$ cat config.mk
export PLATFORM = sky130hd
export DESIGN_NAME = line_pixel_generator_unit_flat
export DESIGN_NICKNAME = d
export VERILOG_FILES = /design/src/hdl/lpg_pkg.sv /design/src/hdl/lpg_if.sv /design/src/hdl/line_pixel_generator_unit.sv /design/src/hdl/lpg_step.sv /design/src/hdl/lpg_pixel.sv /design/src/flat_wrapper.sv
export SDC_FILE = /design/constraint.sdc
export NUM_CORES = 1
export LEC_CHECK = 0
export BUFFER_PORTS_ARGS = -buffer_cell sky130_fd_sc_hd__buf_2
export CAP_MARGIN = 20
export CORE_UTILIZATION = 50
export CTS_CLUSTER_DIAMETER = 120
export DETAILED_ROUTE_END_ITERATION = 10
export GPL_TIMING_DRIVEN = 0
export PLACE_DENSITY = 0.8
export SYNTH_ARGS = -nofsm -noshare
export SYNTH_HDL_FRONTEND = slang
export SYNTH_HIERARCHICAL = 1
export SYNTH_SLANG_ARGS = --single-unit
$ cat constraint.sdc
create_clock -name clk -period 9.65 [get_ports clk]
set_input_delay 0.965 -clock clk [delete_from_list [all_inputs] [get_ports clk]]
set_output_delay 0.965 -clock clk [all_outputs]
set_load 0.01 [all_outputs]
$ cat src/hdl/lpg_pkg.sv
// Shared types and constants for the line pixel generator.
// No dependencies; every other file of the block refers to this package.
package lpg_pkg;

	typedef enum logic {
		CMD_START   = 1'b0,
		CMD_ADVANCE = 1'b1
	} cmd_t;

	localparam int REG_IDX_W  = 2;
	localparam int CFG_DATA_W = 16;

	typedef enum logic [REG_IDX_W-1:0] {
		REG_SCREEN_WIDTH    = 2'd0,
		REG_SCREEN_HEIGHT   = 2'd1,
		REG_ROW_BYTES       = 2'd2,
		REG_BYTES_PER_PIXEL = 2'd3
	} reg_idx_t;

	localparam int SCREEN_DIM_W = 13;
	localparam int ROW_BYTES_W  = 16;
	localparam int BPP_W        = 4;
	localparam int COLOR_W      = 32;
	localparam int OFFSET_W     = 32;

	localparam logic [SCREEN_DIM_W-1:0] SCREEN_WIDTH_RST    = 13'd1920;
	localparam logic [SCREEN_DIM_W-1:0] SCREEN_HEIGHT_RST   = 13'd1080;
	localparam logic [ROW_BYTES_W-1:0]  ROW_BYTES_RST       = 16'd7680;
	localparam logic [BPP_W-1:0]        BYTES_PER_PIXEL_RST = 4'd4;

endpackage

$ cat src/hdl/lpg_if.sv
// Valid/ready channel interfaces for line commands and produced pixels.
// Depends on lpg_pkg for the command code and field widths.
interface lpg_cmd_if #(parameter int COORD_WIDTH = 16);
	logic                             valid;
	logic                             ready;
	lpg_pkg::cmd_t                    command;
	logic signed [COORD_WIDTH-1:0]    start_x;
	logic signed [COORD_WIDTH-1:0]    start_y;
	logic signed [COORD_WIDTH-1:0]    end_x;
	logic signed [COORD_WIDTH-1:0]    end_y;
	logic [lpg_pkg::COLOR_W-1:0]      line_color;

	modport source (output valid, command, start_x, start_y, end_x, end_y, line_color,
		input ready);
	modport sink (input valid, command, start_x, start_y, end_x, end_y, line_color,
		output ready);
endinterface

interface lpg_pix_if #(parameter int COORD_WIDTH = 16);
	logic                             valid;
	logic                             ready;
	logic signed [COORD_WIDTH-1:0]    pixel_x;
	logic signed [COORD_WIDTH-1:0]    pixel_y;
	logic [lpg_pkg::COLOR_W-1:0]      pixel_value;
	logic                             inside_res;
	logic [lpg_pkg::OFFSET_W-1:0]     byte_offset;
	logic                             last;

	modport source (output valid, pixel_x, pixel_y, pixel_value, inside_res, byte_offset, last,
		input ready);
	modport sink (input valid, pixel_x, pixel_y, pixel_value, inside_res, byte_offset, last,
		output ready);
endinterface

$ cat src/hdl/line_pixel_generator_unit.sv
// Top level of the Bresenham line pixel generator.
// Depends on lpg_pkg, lpg_if, lpg_step and lpg_pixel.
//
//  Channel  Dir  Handshake      Carries
//  cmd      in   valid/ready    command, start_x, start_y, end_x, end_y, line_color
//  pix      out  valid/ready    pixel_x, pixel_y, pixel_value, inside_res, byte_offset, last
//  cfg      in   cfg_we only    cfg_index, cfg_data
//
// One command is taken per clock unless the point register is full and stalled.
// The error step and end-point compare run in the cycle of the transfer, ending in the
// point register; the clip test and offset multiply follow, ending in the result register.
// Reset clears the active line and both valid flags and loads the register defaults.
// A stalled pix channel holds its result; commands keep flowing until the point
// register behind it is full as well.
module line_pixel_generator_unit #(
	parameter int COORD_WIDTH = 16
) (
	input  logic                           clk,
	input  logic                           arst_n,
	input  logic                           cfg_we,
	input  logic [lpg_pkg::REG_IDX_W-1:0]  cfg_index,
	input  logic [lpg_pkg::CFG_DATA_W-1:0] cfg_data,
	lpg_cmd_if.sink                        cmd,
	lpg_pix_if.source                      pix
);
	logic                          pt_valid, pt_ready, pt_last;
	logic signed [COORD_WIDTH-1:0] pt_x, pt_y;
	logic [lpg_pkg::COLOR_W-1:0]   pt_color;

	lpg_step #(.COORD_WIDTH(COORD_WIDTH)) u_step (
		.clk         (clk),
		.arst_n      (arst_n),
		.in_valid    (cmd.valid),
		.in_ready    (cmd.ready),
		.command     (cmd.command),
		.start_x     (cmd.start_x),
		.start_y     (cmd.start_y),
		.end_x       (cmd.end_x),
		.end_y       (cmd.end_y),
		.line_color  (cmd.line_color),
		.pt_valid_s1 (pt_valid),
		.pt_ready    (pt_ready),
		.pt_x_s1     (pt_x),
		.pt_y_s1     (pt_y),
		.pt_color_s1 (pt_color),
		.pt_last_s1  (pt_last)
	);

	lpg_pixel #(.COORD_WIDTH(COORD_WIDTH)) u_pixel (
		.clk            (clk),
		.arst_n         (arst_n),
		.cfg_we         (cfg_we),
		.cfg_index      (cfg_index),
		.cfg_data       (cfg_data),
		.pt_valid       (pt_valid),
		.pt_ready       (pt_ready),
		.pt_x           (pt_x),
		.pt_y           (pt_y),
		.pt_color       (pt_color),
		.pt_last        (pt_last),
		.out_valid_s2   (pix.valid),
		.out_ready      (pix.ready),
		.pixel_x_s2     (pix.pixel_x),
		.pixel_y_s2     (pix.pixel_y),
		.pixel_value_s2 (pix.pixel_value),
		.inside_s2      (pix.inside_res),
		.byte_offset_s2 (pix.byte_offset),
		.last_s2        (pix.last)
	);

endmodule

$ cat src/hdl/lpg_step.sv
// Bresenham stepper: line state, one error-term step per accepted advance of an active line.
// Depends on lpg_pkg; feeds the point register read by lpg_pixel.
module lpg_step #(
	parameter int COORD_WIDTH = 16
) (
	input  logic                          clk,
	input  logic                          arst_n,
	input  logic                          in_valid,
	output logic                          in_ready,
	input  lpg_pkg::cmd_t                 command,
	input  logic signed [COORD_WIDTH-1:0] start_x,
	input  logic signed [COORD_WIDTH-1:0] start_y,
	input  logic signed [COORD_WIDTH-1:0] end_x,
	input  logic signed [COORD_WIDTH-1:0] end_y,
	input  logic [lpg_pkg::COLOR_W-1:0]   line_color,
	output logic                          pt_valid_s1,
	input  logic                          pt_ready,
	output logic signed [COORD_WIDTH-1:0] pt_x_s1,
	output logic signed [COORD_WIDTH-1:0] pt_y_s1,
	output logic [lpg_pkg::COLOR_W-1:0]   pt_color_s1,
	output logic                          pt_last_s1
);
	localparam int SW = COORD_WIDTH + 1;
	localparam int NW = COORD_WIDTH + 2;
	localparam int EW = COORD_WIDTH + 3;
	localparam int DW = COORD_WIDTH + 4;

	logic signed [COORD_WIDTH-1:0] cur_x_q, cur_y_q, tgt_x_q, tgt_y_q;
	logic                          neg_x_q, neg_y_q;
	logic [SW-1:0]                 span_x_q;
	logic signed [NW-1:0]          span_y_neg_q;
	logic signed [EW-1:0]          err_q;
	logic [lpg_pkg::COLOR_W-1:0]   color_q;
	logic                          active_q;

	logic                          accept, is_start, emit;
	logic signed [SW-1:0]          dx, dy;
	logic [SW-1:0]                 abs_dx, abs_dy;
	logic signed [NW-1:0]          st_span_y_neg;
	logic signed [EW-1:0]          st_err;
	logic signed [EW-1:0]          span_x_e;
	logic signed [DW-1:0]          e2, syn_ext, sx_ext;
	logic                          step_x, step_y;
	logic signed [EW-1:0]          adv_err;
	logic signed [COORD_WIDTH-1:0] adv_x, adv_y, nxt_x, nxt_y, nxt_tx, nxt_ty;
	logic                          nxt_last;

	assign in_ready = !pt_valid_s1 || pt_ready;
	assign accept   = in_valid && in_ready;
	assign is_start = (command == lpg_pkg::CMD_START);
	assign emit     = is_start || active_q;

	// Line setup from the endpoints.
	assign dx            = SW'(end_x) - SW'(start_x);
	assign dy            = SW'(end_y) - SW'(start_y);
	assign abs_dx        = dx[SW-1] ? SW'(-dx) : SW'(dx);
	assign abs_dy        = dy[SW-1] ? SW'(-dy) : SW'(dy);
	assign st_span_y_neg = -$signed(NW'(abs_dy));
	assign st_err        = EW'($signed({1'b0, abs_dx})) + EW'(st_span_y_neg);

	// One error-term step; both axes may move in the same step.
	assign span_x_e = EW'($signed({1'b0, span_x_q}));
	assign e2       = {err_q, 1'b0};
	assign syn_ext  = DW'(span_y_neg_q);
	assign sx_ext   = DW'(span_x_e);
	assign step_x   = (e2 >= syn_ext);
	assign step_y   = (e2 <= sx_ext);
	assign adv_err  = err_q + (step_x ? EW'(span_y_neg_q) : EW'(0))
		+ (step_y ? span_x_e : EW'(0));
	assign adv_x    = step_x ? (neg_x_q ? cur_x_q - 1'b1 : cur_x_q + 1'b1) : cur_x_q;
	assign adv_y    = step_y ? (neg_y_q ? cur_y_q - 1'b1 : cur_y_q + 1'b1) : cur_y_q;

	assign nxt_x    = is_start ? start_x : adv_x;
	assign nxt_y    = is_start ? start_y : adv_y;
	assign nxt_tx   = is_start ? end_x : tgt_x_q;
	assign nxt_ty   = is_start ? end_y : tgt_y_q;
	assign nxt_last = (nxt_x == nxt_tx) && (nxt_y == nxt_ty);

	always_ff @(posedge clk or negedge arst_n) begin
		if (!arst_n) begin
			active_q    <= 1'b0;
			pt_valid_s1 <= 1'b0;
		end else begin
			if (accept && emit) begin
				active_q <= !nxt_last;
			end
			if (in_ready) begin
				pt_valid_s1 <= accept && emit;
			end
		end
	end

	always_ff @(posedge clk) begin
		if (accept && is_start) begin
			tgt_x_q      <= end_x;
			tgt_y_q      <= end_y;
			neg_x_q      <= !(start_x < end_x);
			neg_y_q      <= !(start_y < end_y);
			span_x_q     <= abs_dx;
			span_y_neg_q <= st_span_y_neg;
			color_q      <= line_color;
			err_q        <= st_err;
			cur_x_q      <= start_x;
			cur_y_q      <= start_y;
		end else if (accept && active_q) begin
			err_q   <= adv_err;
			cur_x_q <= adv_x;
			cur_y_q <= adv_y;
		end
		if (accept && emit) begin
			pt_x_s1     <= nxt_x;
			pt_y_s1     <= nxt_y;
			pt_color_s1 <= is_start ? line_color : color_q;
			pt_last_s1  <= nxt_last;
		end
	end

	a_start_emits: assert property (@(posedge clk) disable iff (!arst_n)
		(accept && is_start) |=> pt_valid_s1)
		else $error("start command produced no point");

	a_idle_advance_silent: assert property (@(posedge clk) disable iff (!arst_n)
		(accept && !is_start && !active_q && !pt_valid_s1) |=> !pt_valid_s1)
		else $error("advance without an active line produced a point");

	a_single_point_idle: assert property (@(posedge clk) disable iff (!arst_n)
		(accept && is_start && start_x == end_x && start_y == end_y) |=> !active_q)
		else $error("single-point line left the stepper active");

	a_last_ends_line: assert property (@(posedge clk) disable iff (!arst_n)
		(accept && !is_start && active_q && nxt_last) |=> !active_q)
		else $error("line still active after its end point");

endmodule

$ cat src/hdl/lpg_pixel.sv
// Output stage: configuration registers, screen clipping and byte offset.
// Depends on lpg_pkg; takes points from lpg_step and holds the result register.
module lpg_pixel #(
	parameter int COORD_WIDTH = 16
) (
	input  logic                                clk,
	input  logic                                arst_n,
	input  logic                                cfg_we,
	input  logic [lpg_pkg::REG_IDX_W-1:0]       cfg_index,
	input  logic [lpg_pkg::CFG_DATA_W-1:0]      cfg_data,
	input  logic                                pt_valid,
	output logic                                pt_ready,
	input  logic signed [COORD_WIDTH-1:0]       pt_x,
	input  logic signed [COORD_WIDTH-1:0]       pt_y,
	input  logic [lpg_pkg::COLOR_W-1:0]         pt_color,
	input  logic                                pt_last,
	output logic                                out_valid_s2,
	input  logic                                out_ready,
	output logic signed [COORD_WIDTH-1:0]       pixel_x_s2,
	output logic signed [COORD_WIDTH-1:0]       pixel_y_s2,
	output logic [lpg_pkg::COLOR_W-1:0]         pixel_value_s2,
	output logic                                inside_s2,
	output logic [lpg_pkg::OFFSET_W-1:0]        byte_offset_s2,
	output logic                                last_s2
);
	localparam int DIM_W = lpg_pkg::SCREEN_DIM_W;
	localparam int CMPW  = (COORD_WIDTH > DIM_W) ? COORD_WIDTH : DIM_W;

	logic [DIM_W-1:0]                scr_w_q, scr_h_q;
	logic [lpg_pkg::ROW_BYTES_W-1:0] row_bytes_q;
	logic [lpg_pkg::BPP_W-1:0]       bpp_q;

	logic [CMPW-1:0]                 xu, yu;
	logic                            on_screen;
	logic [DIM_W+lpg_pkg::ROW_BYTES_W-1:0] prod_y;
	logic [DIM_W+lpg_pkg::BPP_W-1:0]       prod_x;
	logic [lpg_pkg::OFFSET_W-1:0]    offset;

	always_ff @(posedge clk or negedge arst_n) begin
		if (!arst_n) begin
			scr_w_q     <= lpg_pkg::SCREEN_WIDTH_RST;
			scr_h_q     <= lpg_pkg::SCREEN_HEIGHT_RST;
			row_bytes_q <= lpg_pkg::ROW_BYTES_RST;
			bpp_q       <= lpg_pkg::BYTES_PER_PIXEL_RST;
		end else if (cfg_we) begin
			unique case (lpg_pkg::reg_idx_t'(cfg_index))
				lpg_pkg::REG_SCREEN_WIDTH:    scr_w_q     <= cfg_data[DIM_W-1:0];
				lpg_pkg::REG_SCREEN_HEIGHT:   scr_h_q     <= cfg_data[DIM_W-1:0];
				lpg_pkg::REG_ROW_BYTES:       row_bytes_q <= cfg_data[lpg_pkg::ROW_BYTES_W-1:0];
				lpg_pkg::REG_BYTES_PER_PIXEL: bpp_q       <= cfg_data[lpg_pkg::BPP_W-1:0];
			endcase
		end
	end

	// A point on screen has both coordinates below 2**13, so the low bits
	// are all the multipliers need.
	assign xu        = CMPW'($unsigned(pt_x));
	assign yu        = CMPW'($unsigned(pt_y));
	assign on_screen = !pt_x[COORD_WIDTH-1] && !pt_y[COORD_WIDTH-1]
		&& (xu < CMPW'(scr_w_q)) && (yu < CMPW'(scr_h_q));
	assign prod_y = yu[DIM_W-1:0] * row_bytes_q;
	assign prod_x = xu[DIM_W-1:0] * bpp_q;
	assign offset = on_screen ? (lpg_pkg::OFFSET_W'(prod_y) + lpg_pkg::OFFSET_W'(prod_x))
		: '0;

	assign pt_ready = !out_valid_s2 || out_ready;

	always_ff @(posedge clk or negedge arst_n) begin
		if (!arst_n) begin
			out_valid_s2 <= 1'b0;
		end else if (pt_ready) begin
			out_valid_s2 <= pt_valid;
		end
	end

	always_ff @(posedge clk) begin
		if (pt_valid && pt_ready) begin
			pixel_x_s2     <= pt_x;
			pixel_y_s2     <= pt_y;
			pixel_value_s2 <= pt_color;
			inside_s2      <= on_screen;
			byte_offset_s2 <= offset;
			last_s2        <= pt_last;
		end
	end

	a_clip_zero_offset: assert property (@(posedge clk) disable iff (!arst_n)
		(out_valid_s2 && !inside_s2) |-> (byte_offset_s2 == '0))
		else $error("clipped pixel carries a nonzero offset");

	a_point_reaches_output: assert property (@(posedge clk) disable iff (!arst_n)
		(pt_valid && pt_ready) |=> out_valid_s2)
		else $error("transferred point did not reach the result register");

	a_zero_width_clips: assert property (@(posedge clk) disable iff (!arst_n)
		(pt_valid && scr_w_q == '0) |-> !on_screen)
		else $error("point inside a screen of zero width");

endmodule

$ cat src/flat_wrapper.sv
// flat-port wrapper written by rule: the top's interface ports become plain ports
module line_pixel_generator_unit_flat 
#(
	parameter int COORD_WIDTH = 16
)
  (clk, arst_n, cfg_we, cfg_index, cfg_data, cmd_valid, cmd_command, cmd_start_x, cmd_start_y, cmd_end_x, cmd_end_y, cmd_line_color, cmd_ready, pix_valid, pix_pixel_x, pix_pixel_y, pix_pixel_value, pix_inside_res, pix_byte_offset, pix_last, pix_ready);
  lpg_cmd_if #(.COORD_WIDTH(COORD_WIDTH)) cmd_i ();
  lpg_pix_if #(.COORD_WIDTH(COORD_WIDTH)) pix_i ();
  input  logic clk;
  input  logic arst_n;
  input  logic cfg_we;
  input  logic [lpg_pkg::REG_IDX_W-1:0] cfg_index;
  input  logic [lpg_pkg::CFG_DATA_W-1:0] cfg_data;
  input wire logic [$bits(cmd_i.valid)-1:0] cmd_valid;
  input wire logic [$bits(cmd_i.command)-1:0] cmd_command;
  input wire logic [$bits(cmd_i.start_x)-1:0] cmd_start_x;
  input wire logic [$bits(cmd_i.start_y)-1:0] cmd_start_y;
  input wire logic [$bits(cmd_i.end_x)-1:0] cmd_end_x;
  input wire logic [$bits(cmd_i.end_y)-1:0] cmd_end_y;
  input wire logic [$bits(cmd_i.line_color)-1:0] cmd_line_color;
  output wire logic [$bits(cmd_i.ready)-1:0] cmd_ready;
  output wire logic [$bits(pix_i.valid)-1:0] pix_valid;
  output wire logic [$bits(pix_i.pixel_x)-1:0] pix_pixel_x;
  output wire logic [$bits(pix_i.pixel_y)-1:0] pix_pixel_y;
  output wire logic [$bits(pix_i.pixel_value)-1:0] pix_pixel_value;
  output wire logic [$bits(pix_i.inside_res)-1:0] pix_inside_res;
  output wire logic [$bits(pix_i.byte_offset)-1:0] pix_byte_offset;
  output wire logic [$bits(pix_i.last)-1:0] pix_last;
  input wire logic [$bits(pix_i.ready)-1:0] pix_ready;
  assign cmd_i.valid = cmd_valid;
  assign cmd_i.command = cmd_command;
  assign cmd_i.start_x = cmd_start_x;
  assign cmd_i.start_y = cmd_start_y;
  assign cmd_i.end_x = cmd_end_x;
  assign cmd_i.end_y = cmd_end_y;
  assign cmd_i.line_color = cmd_line_color;
  assign cmd_ready = cmd_i.ready;
  assign pix_valid = pix_i.valid;
  assign pix_pixel_x = pix_i.pixel_x;
  assign pix_pixel_y = pix_i.pixel_y;
  assign pix_pixel_value = pix_i.pixel_value;
  assign pix_inside_res = pix_i.inside_res;
  assign pix_byte_offset = pix_i.byte_offset;
  assign pix_last = pix_i.last;
  assign pix_i.ready = pix_ready;
  line_pixel_generator_unit #(.COORD_WIDTH(COORD_WIDTH)) u_core (.clk(clk), .arst_n(arst_n), .cfg_we(cfg_we), .cfg_index(cfg_index), .cfg_data(cfg_data), .cmd(cmd_i), .pix(pix_i));
endmodule
**Yosys cells after proc, flatten, opt, wreduce, memory -nomap -nowiden**

Index checks and enable logic that the tools add are counted.

- Word-level logic and storage cells: 98
- Register bits: 364
- Input bits: 120
- Output and inout port bits: 100

- Reductions and logical operators: 25
- Muxes and demuxes: 19
- Multipliers: 2
- Bitwise operators: 1
- Add/sub/neg operators: 13
- Equal/unequal tests: 5
- $lt $le $gt $ge: 6

Operator list:

| kind | count |
|---|---|
| $mux W16 | 12 |
| $mux W19 | 3 |
| $mux W17 | 3 |
| $neg A17 Y17 | 2 |
| $sub A16 B16 Y17 | 2 |
| $add A16 B1 Y16 const B | 2 |
| $eq A16 B16 Y1 | 2 |
| $lt A16 B13 Y1 | 2 |
| $lt A16 B16 Y1 | 2 |
| $mux W32 | 1 |
| $sub A16 B1 Y16 const B | 2 |
| $add A29 B17 Y30 | 1 |
| $mul A13 B16 Y29 | 1 |
| $ge A20 B18 Y1 | 1 |
| $le A20 B18 Y1 | 1 |
| $add A18 B18 Y19 | 1 |
| $add A19 B18 Y19 | 1 |
| $add A19 B19 Y19 | 1 |
| $neg A17 Y18 | 1 |
| $mul A13 B4 Y17 | 1 |
| $logic_and A1 B1 Y1 | 9 |
| $reduce_and A2 Y1 | 4 |
| $logic_not A1 Y1 | 7 |
| $eq A2 B2 Y1 const B | 2 |
| other kinds (5) | 7 |

**Depth between registers and ports, before layout**

- Depth in word-level cells: 7
- Depth in mapped cells: 30
- Mapped depth without buffers: 28

**Cells and area by module**

The synthesis kept the hierarchy.

By module, submodules not included:

| module | seq. area each (µm²) | times used | area each (µm²) | cells each |
|---|---|---|---|---|
| lpg_step | 6566.3 | 1 | 16658.5 | 1678 |
| lpg_pixel | 4075.2 | 1 | 14630.3 | 1414 |

**Worst setup path after synthesis**

No wires, ideal clock.

- Kind: input-to-reg
- Start point: input cmd_start_y[9]
- End point: register u_core.u_step.err_q[17] (data pin)
- Setup time: 0.167 ns
- Path slack: 3.082 ns
- Cell stages on the path: 28
- Data arrival time: 6.401 ns
- Buffers on the path: 3
- Required time: 9.483 ns
- Cells stage by stage: inv_1 -> ha_1 -> clkbuf_1 -> a21oi_2 -> o21ai_0 -> o41a_1 -> o41ai_2 -> buf_2 -> clkbuf_1 -> nor2_1 -> a21oi_1 -> ha_1 -> nand4b_1 -> mux2i_1 -> a41oi_1 -> or4_1 -> a21oi_1 -> ha_1 -> and2_1 -> o21ai_0 -> o211ai_1 -> a31oi_1 -> nor2b_1 -> o21ai_0 -> a21oi_1 -> and2_1 -> a221o_1 -> a211oi_1

- Elaborated cells on any way between the ends: 6
- Those cells by class: add/sub: 4; mux: 2

RTL lines:

| what | RTL line | RTL |
|---|---|---|
| start, declared | flat_wrapper.sv:17 | `input wire logic [$bits(cmd_i.start_y)-1:0] cmd_start_y;` |
| $sub A16 B16 Y17 | lpg_step.sv:55 | `assign dy = SW'(end_y) - SW'(start_y);` |
| $mux W17 | lpg_step.sv:57 | `assign abs_dy = dy[SW-1] ? SW'(-dy) : SW'(dy);` |
| $neg A17 Y18 | lpg_step.sv:58 | `assign st_span_y_neg = -$signed(NW'(abs_dy));` |
| net u_core.u_step.st_span_y_neg[8] | lpg_step.sv:39 | `logic signed [NW-1:0] st_span_y_neg;` |
| $add A18 B18 Y19 | lpg_step.sv:59 | `assign st_err = EW'($signed({1'b0, abs_dx})) + EW'(st_span_y_neg);` |
| $mux W19 | lpg_step.sv:94 | `if (accept && is_start) begin` |
| end signal, assigned | lpg_step.sv:102 | `err_q <= st_err;` |
| end signal, assigned | lpg_step.sv:106 | `err_q <= adv_err;` |
| end, declared | lpg_step.sv:32 | `logic signed [EW-1:0] err_q;` |

The timed path passes the listed nets, and every way through them passes these cells.
A chain may end at the register's enable or synchronous reset.

**Worst setup path after layout**

Same ends and word-level chain as after synthesis.

==> results <==
- The flow ran to the end, and the final reports show no timing, DRC or antenna violations.
- The number of rows in the core area is 91.
- The global placement routability congestion is 0.9740.
- Data arrives at the worst endpoint at 8130 ps.
- Once the clock tree was built, the setup fixing pass inserted 0 buffers.
- For the worst setup path, the data required time is 10,070 ps.
- Setup repair after global routing left no endpoint under its margin.
- The detailed router finished its first iteration with 2,044 violations.
- The most numerous cell type found on the critical path is sky130_fd_sc_hd__ha_1.
- The class of the tightest hold or removal check is in -> async.
- The number of failing setup endpoints in the final timing report is 0.
- The share of post-route cells with drive strength above 1 is 0.1270.
- The number of buffers added by the clock tree synthesis step is 41.
- The clock root buffer master is sky130_fd_sc_hd__clkbuf_16.
- The share of the synthesized area in the top cell type is 0.3004.
- The detail route stage leaves a number of antenna-violating nets equal to 0.
- Entering global routing, the biggest net connects 64 pins.
- The most common cell in the synthesized netlist is sky130_fd_sc_hd__inv_1.
- The cell class contributing the biggest share of worst-path delay is compound AO/OA/AOI/OAI gates.
- Counting flops with a built-in enable in the synthesized netlist gives 313.
- The number of buffers and inverters on the critical path is 5.
- Yosys printed 6 warnings.
- The final total negative setup slack is 0 ps.
- Using the TritonRoute via totals, the vias-per-cell ratio works out to 5.752.
- The basic-gate share of the synthesized area counting and, or, nand and nor cells is 0.1428.
- The count of nets after finishing is 3,978.
- In the synthesized netlist the async set-or-reset flop fraction comes to 0.1354.
- The max-slew headroom at the worst pin is 0.2118.
- The count of hold-fix buffers inserted at cts is 0.
- The sequential element share of the synthesized area is 0.3401.
- The first detailed-routing pass ran for 6 iterations.
- Including well taps, the total number of placed cells is 4,155.
- After synthesis, the most frequently instantiated cells are sky130_fd_sc_hd__inv_1 (399), sky130_fd_sc_hd__edfxtp_1 (313), sky130_fd_sc_hd__ha_1 (269).
- The finished layout holds 4,235 standard cells, fillers aside.
- The number of levels the H-tree was split into is 2.
- The setup slack of the worst register-to-register path is 2100 ps.
- The most critical setup path has its endpoint at u_core/u_step/err_q[17].
- After global routing the overflow that remains totals 0.
- After synthesis, the share of cell area in mux cells is 0.03463.
- The largest driver fanout on the critical path is 10.
- The worst reg2reg path startpoint is u_core/u_step/err_q[8].
- The placeable core area is 0.06171 mm².
- The critical path's slowest cell is sky130_fd_sc_hd__o41ai_2.
- The cell depth of the worst setup path is 28.
- The maximum root-to-sink buffer count is 3.
- The synthesis-stage register bit count is 362.
- The wire length of the first global-routing pass is 130.9 mm.
- The count of pins on the block boundary is 220.
- Clock tree synthesis found a total of 362 sinks.
- The end of the worst register-to-register path is u_core/u_step/err_q[17].
- The max-slew violation count was 0.
- The share of the clock period used by the worst path is 0.7991.
- The main combinational cell family by area after synthesis is adder cells.
- The most used flip-flop cell after synthesis is sky130_fd_sc_hd__edfxtp_1.
- The source of the critical timing path is cmd_start_y[9].
- The final route contains 24,360 vias.
- The post-synthesis compound-gate area fraction is 0.1182.
- The number of antenna violations at the first check in global routing is 7.
- For this run, design rule violations remaining after detail routing come to 0.
- At the pin with the least slew margin, the transition time is 1172 ps.
- For the worst flop-to-flop path, the logic depth is 24.
- The kind of critical path is in -> reg.
- After detailed routing, the average wire length per cell comes to 20.21 µm.
- The final count of hold timing violations is 0.
- The worst setup path is captured at a register.
- The overall routed net length is 85.59 mm.
- Buffers placed on the I/O ports in this run total 217.
- After clock tree synthesis, the clock-pin slew on the worst setup and hold paths is 60 ps.
- The number of gates resized after CTS was 0.
- The effective utilization at floorplan is 0.5070.
- The total of max-cap violations is 0.
- By area the synthesized netlist is led by sky130_fd_sc_hd__edfxtp_1 (30%), sky130_fd_sc_hd__fa_1 (15%), sky130_fd_sc_hd__ha_1 (11%), sky130_fd_sc_hd__inv_1 (4.8%), sky130_fd_sc_hd__and2_1 (3.1%).
- The combined global-route utilization of all metal layers is 0.2668.
- The cell type with the largest total area after synthesis is sky130_fd_sc_hd__edfxtp_1.
- The die is 252.2 µm tall.
- The mapped netlist covers 0.03129 mm².
- The die covers 0.06358 mm².
- The final setup skew is 41.39 ps.
- TritonCTS built the clock tree.
- The cell count after synthesis is 3,092.
- For this run, the top clock speed supported by timing is 129.7 MHz.
- The smallest clock period supported by the final layout is computed as 7711 ps.
- Once detailed placement completed, the half-perimeter wirelength came to 67.87 mm.
- The later-pin clock latency in the skew report is 600 ps.
- Dividing the synthesized area by the synthesized cell count gives 10.12 µm².
- The xor/xnor cell area share of the yosys netlist is 0.04955.
- The via count of the first global-routing pass is 23,600.
- The netlist uses 92 different library cells.
- Of the total synthesized cell area, the portion taken by full adders, half adders and majority gates is 0.2534.
- The worst setup path is launched from an input pin.
- The relative area change from synthesis to final layout is 12.01%.
- The die is 252.2 µm wide.
- On the worst path, the slowest cell contributes a delay of 550 ps.
-- state kept, by name, indices dropped and copies added, names as in the netlist, 4 cells and up --
register / flops
u_core/u_step/span_x_q: 17
u_core/u_step/pt_color_s1: 32
u_core/u_step/pt_x_s1: 16
u_core/u_step/pt_y_s1: 16
u_core/u_step/cur_x_q: 16
u_core/u_pixel/scr_h_q: 13
u_core/u_step/span_y_neg_q: 18
u_core/u_step/err_q: 19
u_core/u_pixel/scr_w_q: 13
u_core/u_pixel/row_bytes_q: 16
u_core/u_pixel/byte_offset_s2: 30
u_core/u_pixel/bpp_q: 4
u_core/u_step/cur_y_q: 16
u_core/u_pixel/pixel_value_s2: 32
u_core/u_pixel/pixel_y_s2: 16
u_core/u_step/color_q: 32
u_core/u_step/tgt_x_q: 16
u_core/u_pixel/pixel_x_s2: 16
u_core/u_step/tgt_y_q: 16
-- routing by layer --
metal / track usage / vias up / routed length [µm]
met1: 0.3383 / 11740 / 33380
met5: 0 / - / 21
met4: 0.1179 / 4 / 3920
met2: 0.4432 / 1153 / 40720
li1: - / 11230 / -
met3: 0.05160 / 228 / 7550
-- layout make-up --
type	count	area [µm²]
Clock buffer	53	1121
Clock inverter	23	310.3
Antenna cell	4	10.01
Timing Repair Buffer	225	1236
Inverter	399	1498
Fill cell	5293	26670
Buffer	100	419.2
Sequential cell	362	10640
Tap cell	837	1047
Multi-Input combinational cell	2232	18760
-- how the worst min path moves through the flow --
| stage | end | startpoint | slack, ps |
|---|---|---|---|
| after floorplan | u_core/u_pixel/last_s2 | u_core/u_step/pt_last_s1 | 400 |
| after global placement | u_core/u_pixel/pixel_value_s2[31] | u_core/u_step/pt_color_s1[31] | 400 |
| after detailed placement | u_core/u_pixel/pixel_value_s2[2] | u_core/u_step/pt_color_s1[2] | 410 |
| after CTS | u_core/u_step/pt_valid_s1 | arst_n | 330 |
| after global routing | u_core/u_pixel/bpp_q[1] | arst_n | 350 |
| final | u_core/u_step/pt_valid_s1 | arst_n | 340 |
-- logic make-up after synthesis --
kind of cell,count (synthesis)
AOI/OAI and AO/OA,559
xor gates and xnor gates,177
adders and majority gates,497
buffers and inverters,499
DFF,362
muxes,98
other,1
and+or+nand+nor,899
-- stage by stage --
stage	hold slack [ps]	area [µm²]	setup WS [ps]	utilization
after floorplan	400.3	31290	3082	-
after CTS	325.1	35040	2106	0.5677
after detailed placement	407.0	33600	1533	0.5445
after global routing	348.7	35040	1435	0.5678
final	344.0	35050	1939	0.5679
after global placement	400.8	33430	1498	0.5416
-- worst reg2reg max path, delay by kind of cell (launching register included) --
kind	cells	cell delay (ps)
AO/OA/AOI/OAI	14	3880
adder cells (fa/ha/maj)	4	1530
buffers and inverters	3	1170
flip-flops	1	460
AND/OR/NAND/NOR	3	330
-- cells in the final DEF, fill, tap and decap left out, types with 7 or more instances in the layout --
| cell type | instances |
|---|---|
| sky130_fd_sc_hd__nor4_1 | 14 |
| sky130_fd_sc_hd__o21ai_0 | 110 |
| sky130_fd_sc_hd__a21boi_0 | 7 |
| sky130_fd_sc_hd__o31a_1 | 8 |
| sky130_fd_sc_hd__and2_1 | 154 |
| sky130_fd_sc_hd__nand3_1 | 44 |
| sky130_fd_sc_hd__fa_1 | 228 |
| sky130_fd_sc_hd__nor3_1 | 62 |
| sky130_fd_sc_hd__a211oi_1 | 27 |
| sky130_fd_sc_hd__clkbuf_16 | 41 |
| sky130_fd_sc_hd__nand4_1 | 27 |
| sky130_fd_sc_hd__buf_2 | 225 |
| sky130_fd_sc_hd__xor2_1 | 80 |
| sky130_fd_sc_hd__o21a_1 | 25 |
| sky130_fd_sc_hd__nor2_1 | 221 |
| sky130_fd_sc_hd__clkbuf_1 | 84 |
| sky130_fd_sc_hd__o2111ai_1 | 10 |
| sky130_fd_sc_hd__edfxtp_1 | 313 |
| sky130_fd_sc_hd__mux2i_1 | 27 |
| sky130_fd_sc_hd__ha_1 | 269 |
| sky130_fd_sc_hd__mux2_2 | 69 |
| sky130_fd_sc_hd__dfstp_2 | 13 |
| sky130_fd_sc_hd__buf_1 | 8 |
| sky130_fd_sc_hd__nor3b_1 | 12 |
| sky130_fd_sc_hd__a21oi_1 | 165 |
| sky130_fd_sc_hd__and3_1 | 22 |
| sky130_fd_sc_hd__nand2b_1 | 23 |
| sky130_fd_sc_hd__or3_1 | 13 |
| sky130_fd_sc_hd__dfrtp_1 | 36 |
| sky130_fd_sc_hd__a2111oi_0 | 8 |
| sky130_fd_sc_hd__inv_1 | 399 |
| sky130_fd_sc_hd__nand2_1 | 244 |
| sky130_fd_sc_hd__a31oi_1 | 27 |
| sky130_fd_sc_hd__o211ai_1 | 16 |
| sky130_fd_sc_hd__a21o_1 | 43 |
| sky130_fd_sc_hd__o31ai_1 | 12 |
| sky130_fd_sc_hd__xnor2_1 | 97 |
| sky130_fd_sc_hd__nor2b_1 | 19 |
| sky130_fd_sc_hd__o21bai_1 | 13 |
Power is not shown: default switching activity piles up to over one toggle a cycle in this logic, so the estimate is an artifact.
